`config.mk`:
```
export PLATFORM = sky130hd
export DESIGN_NAME = sorted_list_insert_delete_core
export DESIGN_NICKNAME = d
export VERILOG_FILES = /design/src/rtl/slid_pkg.sv /design/src/rtl/slid_ctrl.sv /design/src/rtl/slid_datapath.sv /design/src/rtl/sorted_list_insert_delete_core.sv
export SDC_FILE = /design/constraint.sdc
export NUM_CORES = 1
export LEC_CHECK = 0
export BUFFER_PORTS_ARGS = -buffer_cell sky130_fd_sc_hd__buf_2
export CAP_MARGIN = 20
export CORE_MARGIN = 2
export CORE_UTILIZATION = 30
export DETAILED_ROUTE_END_ITERATION = 6
export REMOVE_ABC_BUFFERS = 1
export SYNTH_ARGS = -nofsm -noshare
export SYNTH_HDL_FRONTEND = slang
export SYNTH_SLANG_ARGS = --single-unit
export TNS_END_PERCENT = 1
```
`constraint.sdc`:
```
create_clock -name i_clk -period 3.78 [get_ports i_clk]
set_input_delay 0.567 -clock i_clk [delete_from_list [all_inputs] [get_ports i_clk]]
set_output_delay 0.567 -clock i_clk [all_outputs]
set_load 0.1 [all_outputs]
```
`src/rtl/slid_pkg.sv`:
```
// Shared types and constants for the sorted key list core.
package slid_pkg;

    localparam int DEFAULT_CAPACITY = 16;

    localparam int KEY_W    = 8;
    localparam int STATUS_W = 3;
    localparam int OCOUNT_W = 5;

    localparam logic CMD_INSERT = 1'b0;
    localparam logic CMD_DELETE = 1'b1;

    localparam logic [STATUS_W-1:0] ST_INSERTED  = 3'd0;
    localparam logic [STATUS_W-1:0] ST_DELETED   = 3'd1;
    localparam logic [STATUS_W-1:0] ST_NOT_FOUND = 3'd2;
    localparam logic [STATUS_W-1:0] ST_FULL      = 3'd3;
    localparam logic [STATUS_W-1:0] ST_EMPTY     = 3'd4;

    // Commands from the controller to the datapath.
    typedef struct packed {
        logic load;   // capture the incoming beat
        logic apply;  // update the cells and register the result
    } t_slid_cmd;

endpackage

```
`src/rtl/slid_ctrl.sv`:
```
// Controller state machine: input handshake, sequencing and result valid.
module slid_ctrl (
    input  logic               i_clk,
    input  logic               i_rst_n,
    input  logic               i_in_valid,
    output logic               o_in_ready,
    output logic               o_out_valid,
    input  logic               i_out_ready,
    output slid_pkg::t_slid_cmd o_cmd
);
    import slid_pkg::*;

    localparam logic S_IDLE = 1'b0;
    localparam logic S_EXEC = 1'b1;

    logic r_state, n_state;
    logic r_out_valid, n_out_valid;
    logic out_free;

    assign out_free    = !r_out_valid || i_out_ready;
    assign o_in_ready  = (r_state == S_IDLE);
    assign o_out_valid = r_out_valid;

    always_comb begin
        n_state     = r_state;
        n_out_valid = r_out_valid && !i_out_ready;
        o_cmd.load  = 1'b0;
        o_cmd.apply = 1'b0;
        unique case (r_state)
            S_IDLE: begin
                if (i_in_valid) begin
                    o_cmd.load = 1'b1;
                    n_state    = S_EXEC;
                end
            end
            S_EXEC: begin
                // The result may only be written once the output slot is free.
                if (out_free) begin
                    o_cmd.apply = 1'b1;
                    n_out_valid = 1'b1;
                    n_state     = S_IDLE;
                end
            end
            default: begin
                n_state = S_IDLE;
            end
        endcase
    end

    always_ff @(posedge i_clk) begin
        if (!i_rst_n) begin
            r_state     <= S_IDLE;
            r_out_valid <= 1'b0;
        end else begin
            r_state     <= n_state;
            r_out_valid <= n_out_valid;
        end
    end

endmodule

```
`src/rtl/slid_datapath.sv`:
```
// Datapath: row of compare-and-shift key cells, fill count and result register.
module slid_datapath #(
    parameter int CAPACITY = slid_pkg::DEFAULT_CAPACITY
) (
    input  logic                            i_clk,
    input  logic                            i_rst_n,
    input  slid_pkg::t_slid_cmd             i_cmd,
    input  logic                            i_command,
    input  logic signed [slid_pkg::KEY_W-1:0] i_key,
    output logic [slid_pkg::STATUS_W-1:0]   o_status,
    output logic [slid_pkg::OCOUNT_W-1:0]   o_entry_count,
    output logic                            o_is_empty
);
    import slid_pkg::*;

    localparam int CNT_W = $clog2(CAPACITY + 1);
    localparam int PAD_W = CNT_W + OCOUNT_W;

    logic signed [KEY_W-1:0] r_cells [CAPACITY];
    logic                    r_command;
    logic signed [KEY_W-1:0] r_key;
    logic [CNT_W-1:0]        r_count, n_count;

    logic [STATUS_W-1:0]     r_status, n_status;
    logic [OCOUNT_W-1:0]     r_entry_count;
    logic                    r_is_empty;

    logic [CAPACITY-1:0]     valid;
    logic [CAPACITY-1:0]     ge;
    logic [CAPACITY-1:0]     eq;
    logic [CAPACITY-1:0]     take;
    logic                    is_full, is_zero, found, do_ins, do_del;
    logic [PAD_W-1:0]        count_pad;

    // Per-cell compares, all independent of each other.
    always_comb begin
        for (int i = 0; i < CAPACITY; i++) begin
            valid[i] = (CNT_W'(i) < r_count);
            ge[i]    = valid[i] && (r_cells[i] >= r_key);
            eq[i]    = valid[i] && (r_cells[i] == r_key);
            // For insert the first empty cell also takes part in the shift.
            take[i]  = valid[i] ? ge[i] : (CNT_W'(i) == r_count);
        end
    end

    assign is_full = (r_count == CNT_W'(CAPACITY));
    assign is_zero = (r_count == '0);
    assign found   = |eq;
    assign do_ins  = i_cmd.apply && (r_command == CMD_INSERT) && !is_full;
    assign do_del  = i_cmd.apply && (r_command == CMD_DELETE) && found;

    always_comb begin
        n_count = r_count;
        if (r_command == CMD_INSERT) begin
            if (is_full) begin
                n_status = ST_FULL;
            end else begin
                n_status = ST_INSERTED;
                n_count  = r_count + 1'b1;
            end
        end else begin
            if (is_zero) begin
                n_status = ST_EMPTY;
            end else if (found) begin
                n_status = ST_DELETED;
                n_count  = r_count - 1'b1;
            end else begin
                n_status = ST_NOT_FOUND;
            end
        end
    end

    assign count_pad = {{OCOUNT_W{1'b0}}, n_count};

    // Each cell either keeps its key, takes the new key, or takes a neighbour.
    for (genvar g = 0; g < CAPACITY; g++) begin : g_cell
        always_ff @(posedge i_clk) begin
            if (do_ins && take[g]) begin
                if (g > 0 && take[(g > 0) ? g - 1 : 0]) begin
                    r_cells[g] <= r_cells[(g > 0) ? g - 1 : 0];
                end else begin
                    r_cells[g] <= r_key;
                end
            end else if (do_del && ge[g] && (g < CAPACITY - 1)) begin
                r_cells[g] <= r_cells[(g < CAPACITY - 1) ? g + 1 : g];
            end
        end
    end

    always_ff @(posedge i_clk) begin
        if (i_cmd.load) begin
            r_command <= i_command;
            r_key     <= i_key;
        end
        if (i_cmd.apply) begin
            r_status      <= n_status;
            r_entry_count <= count_pad[OCOUNT_W-1:0];
            r_is_empty    <= (n_count == '0);
        end
    end

    always_ff @(posedge i_clk) begin
        if (!i_rst_n) begin
            r_count <= '0;
        end else if (i_cmd.apply) begin
            r_count <= n_count;
        end
    end

    assign o_status      = r_status;
    assign o_entry_count = r_entry_count;
    assign o_is_empty    = r_is_empty;

endmodule

```
`src/rtl/sorted_list_insert_delete_core.sv`:
```
// Top level of the sorted key list core: stream ports, controller and datapath.
//
//  Channel   Direction  Signals                         Content
//  -------   ---------  ------------------------------  -------------------------------
//  s_axis    in         tvalid, tready, tdata, tuser    one command beat: key and opcode
//  m_axis    out        tvalid, tready, tdata, tuser    one result beat per command
//
// The beat is captured in the cycle it is accepted, and the whole row of key cells
// compares and shifts in parallel in the execute state that follows, so the work
// per command does not depend on how full the list is.
// Reset is synchronous and active low; it empties the list and clears the result
// valid. Key cells are not cleared, since only cells below the count are ever read.
// A result waiting on m_axis does not stop the next beat being accepted; the
// second command only holds in its execute cycle until the output register frees.
module sorted_list_insert_delete_core #(
    parameter int CAPACITY = slid_pkg::DEFAULT_CAPACITY
) (
    input  logic       i_clk,
    input  logic       i_rst_n,
    // Command channel.
    input  logic       i_s_axis_tvalid,
    output logic       o_s_axis_tready,
    input  logic [7:0] i_s_axis_tdata,   // [7:0] key (signed)
    input  logic       i_s_axis_tuser,   // [0] command: 0 insert, 1 delete
    // Result channel.
    output logic       o_m_axis_tvalid,
    input  logic       i_m_axis_tready,
    output logic [7:0] o_m_axis_tdata,   // [4:0] entry_count, [5] is_empty, [7:6] zero
    output logic [2:0] o_m_axis_tuser    // [2:0] status
);
    import slid_pkg::*;

    t_slid_cmd           cmd;
    logic [OCOUNT_W-1:0] entry_count;
    logic                is_empty;

    // The controller owns the handshakes and decides when the datapath moves.
    slid_ctrl u_ctrl (
        .i_clk       (i_clk),
        .i_rst_n     (i_rst_n),
        .i_in_valid  (i_s_axis_tvalid),
        .o_in_ready  (o_s_axis_tready),
        .o_out_valid (o_m_axis_tvalid),
        .i_out_ready (i_m_axis_tready),
        .o_cmd       (cmd)
    );

    // The datapath holds the keys in ascending order, one per cell, and the
    // registered result of the last command.
    slid_datapath #(
        .CAPACITY (CAPACITY)
    ) u_datapath (
        .i_clk         (i_clk),
        .i_rst_n       (i_rst_n),
        .i_cmd         (cmd),
        .i_command     (i_s_axis_tuser),
        .i_key         (i_s_axis_tdata),
        .o_status      (o_m_axis_tuser),
        .o_entry_count (entry_count),
        .o_is_empty    (is_empty)
    );

    assign o_m_axis_tdata = {2'b00, is_empty, entry_count};

endmodule

```
==> results.ini <==
[cts]
htree_levels = 4
cts.sinks = 153
cts_max_path_buffers = 2
cts_buffers = 17
post_cts_buffers = 0
cts_tree = done
worstSkewPairLatency_ns = 0.44
root_buffer = clkbuf_16
hold_buffers = 0
cts.reportedPaths.clkPinSlew_ns = 0.07

[yosys]
avgSynthCellArea_sq_um = 10.3
synth_top_area_share = 0.379
synth_seq_cells = 153
synthTopCellsByArea = edfxtp_1, ha_1, mux2i_1
seq_area_frac_synth = 0.391
asyncSetResetFlopFracSynth = 0
synthFlopType = edfxtp_1
ys_warn_count = 0
yosysUniqueCellTypes = 86
syn_inst = 1122
netlist_area_sq_um = 11600
synth_top_area_cell = edfxtp_1
synth_edf_count = 146

[drt]
via_count = 9222
drc = 0
via_per_inst = 5.44
first_iter_violations = 865
wire_per_inst_microns = 21.0
drtPass1Iterations = 7
drt-total-wl_microns = 35500
ant_nets = 0

[placed_design]
place_congestion = 0.907
dpl.hpwl_microns = 26300
port_buffers = 23

[cells_and_area]
n_fill_cell = 3858
diodes = 0
final_util = 0.345
layout.nets = 1317
drive_above_1_share = 0.177
syn_to_final_growth_pct = 12.8

[global_route]
overflow = 0
top_usage_layer = met2
grt_pass1_wl_microns = 54500
met1_usage = 0.245
gr-usage-met2 = 0.276
antenna_found_initial = 0
grt_max_degree = 20
track_usage = 0.176
grt_pass1_vias = 9014
met3_usage = 0.0317

[sta]
layout_min_cycle_time_ns = 3.58
hold_ws_ns = 0.299
hold_viol_final = 0
clock_skew_ns = 0.0177
setup_violations = 0
rsz0062_at_grt = false
worst_pin_slew_ns = 1.16
maxSlewHeadroom = 0.224
fmax_mhz = 280
slew_violations = 0
fin_crit_sh = 0.946

[worst_setup_path]
critPathKind = reg2reg
crit_family = compound AO/OA/AOI/OAI gates
crit_arrival_ns = 3.76
path_cells = inv_1 -> buf_4 -> ha_1 -> nor2b_1 -> o211ai_1 -> a21oi_1 -> o311a_1 -> a41oi_1 -> nand3_1 -> mux2i_1 -> a21oi_1
crit_required_ns = 3.96
crit_buf_inv = 2
critPathLaunchType = flip-flop
cp_slowest_cell = nand3_1
path_max_fanout = 9
crit_top_cell = a21oi_1
slowest_delay_ns = 0.50
end_kind = flip-flop

[die]
dieArea_sq_um = 40200
die_height_microns = 200
core_sq_um = 37800
die_w_microns = 200
initial_core_util = 0.306
io_pins = 26
rows = 71

[pwr]
p_int_uw = 2990
power_uw = 4310
p_per_area_nw_per_um2 = 330
p_comb_frac = 0.164
p_seq_frac = 0.448
p_leak_uw = 0.00523
power_switching_uw = 1310
p_clk_frac = 0.388
vdd_drop_max_v = 0.000277
switching_share = 0.305

[min_path]
hold_class = in2reg

[flow_run]
drv_cap = 0

[status]
status = finished clean

[layout make-up]
class / instances / area, sq um / area share
Tap cell: 511 / 639 / 0.0489
Multi-Input combinational cell: 858 / 6540 / 0.501
Clock buffer: 17 / 425 / 0.0326
Timing Repair Buffer: 83 / 586 / 0.0448
Clock inverter: 15 / 131 / 0.0101
Sequential cell: 153 / 4520 / 0.346
Inverter: 58 / 218 / 0.0167
[metrics by stage]
step                      std cells  area (sq um)  setup WS [ns]  setup TNS [ns]
after CTS                      1694         13100          0.222               0
after global routing           1695         13100         0.0316               0
after global placement         1660         12500          0.315               0
after floorplan                1069         11300        -0.0262          -0.187
after detailed placement       1662         12500          0.269               0
final                          1695         13100          0.204               0
[power by group through the flow]
stage	clock (uW)	combinational, uW	sequential (uW)
CTS	1690	696	1930
global route	1750	763	1930
floorplan	0	388	2030
global placement	0	678	1970
detailed placement	0	692	1970
finish	1670	707	1930
[worst paths after layout]
path                            cells past startpoint                start                         to  slack, ns
worst max-delay path                               11  u_datapath.r_key[1]  u_datapath.r_cells[1][17]       0.20
worst min-delay path                                1    i_s_axis_tdata[4]        u_datapath.r_key[4]       0.30
worst max register to register                     11  u_datapath.r_key[1]  u_datapath.r_cells[1][17]       0.20
worst min register to register                      2       u_ctrl.r_state         u_ctrl.o_out_valid       0.50
[logic make-up (layout without fill, tap and decap cells)]
family	Yosys count	in the layout	synth area share
compound gates	283	283	0.161
fa+ha+maj	133	133	0.144
mux	140	140	0.126
other cells	1	2	0.000324
simple gates	300	300	0.133
buf+inv	112	173	0.0450
flops	153	153	0.391
[what timing repair did]
action,CTS,global route
setup endpoints to repair,0,9
resized for setup,0,2
hold endpoints to repair,0,0
[sequential cells by signal (all words and copies together), names as in the netlist, 3 cells and up]
signal / count
u_datapath.r_count: 5
u_datapath.o_entry_count: 5
u_datapath.r_cells: 128
u_datapath.o_status: 3
u_datapath.r_key: 8
[per-layer routing]
metal | wire, microns | up-vias
met2 | 16100 | 345
met3 | 2160 | 67
li1 | - | 4358
met5 | 0 | -
met4 | 866 | 0
met1 | 16400 | 4452
[cell usage after synthesis, drive strengths merged, types with 5 or more instances]
master / count
edfxtp: 146
clkbuf: 16
a21oi: 90
dfxtp: 7
o21ai: 69
nor2b: 21
nor3: 15
a21o: 18
o21a: 10
ha: 133
mux2: 46
o31ai: 10
mux2i: 94
nand2b: 8
nor2: 99
a31oi: 24
o21bai: 5
nand2: 74
o211ai: 9
inv: 57
a2111oi: 6
buf: 38
nand4: 30
nand3: 24
or3: 6
a211oi: 10
[cells in the final DEF, fill, tap and decap left out, types with 4 or more instances in the layout]
| master | instances |
|---|---|
| or3_1 | 6 |
| nand4_1 | 29 |
| nand3_1 | 20 |
| o31ai_1 | 10 |
| o21ai_1 | 9 |
| buf_2 | 25 |
| mux2_2 | 44 |
| a211oi_1 | 9 |
| a2111oi_0 | 4 |
| ha_1 | 133 |
| a21oi_1 | 82 |
| o21a_1 | 10 |
| a211o_1 | 4 |
| inv_6 | 7 |
| edfxtp_1 | 146 |
| clkbuf_16 | 17 |
| o21bai_1 | 4 |
| nor3_1 | 9 |
| nand2b_1 | 8 |
| o211ai_1 | 8 |
| buf_4 | 55 |
| a21oi_2 | 8 |
| inv_1 | 55 |
| dfxtp_1 | 7 |
| a21o_1 | 18 |
| nand3_2 | 4 |
| a31oi_1 | 24 |
| nor2b_1 | 21 |
| nor3_2 | 5 |
| nand2_1 | 71 |
| nor2_1 | 95 |
| o21ai_0 | 59 |
| mux2i_1 | 94 |
No activity file was read; power rests on OpenSTA's default activity.
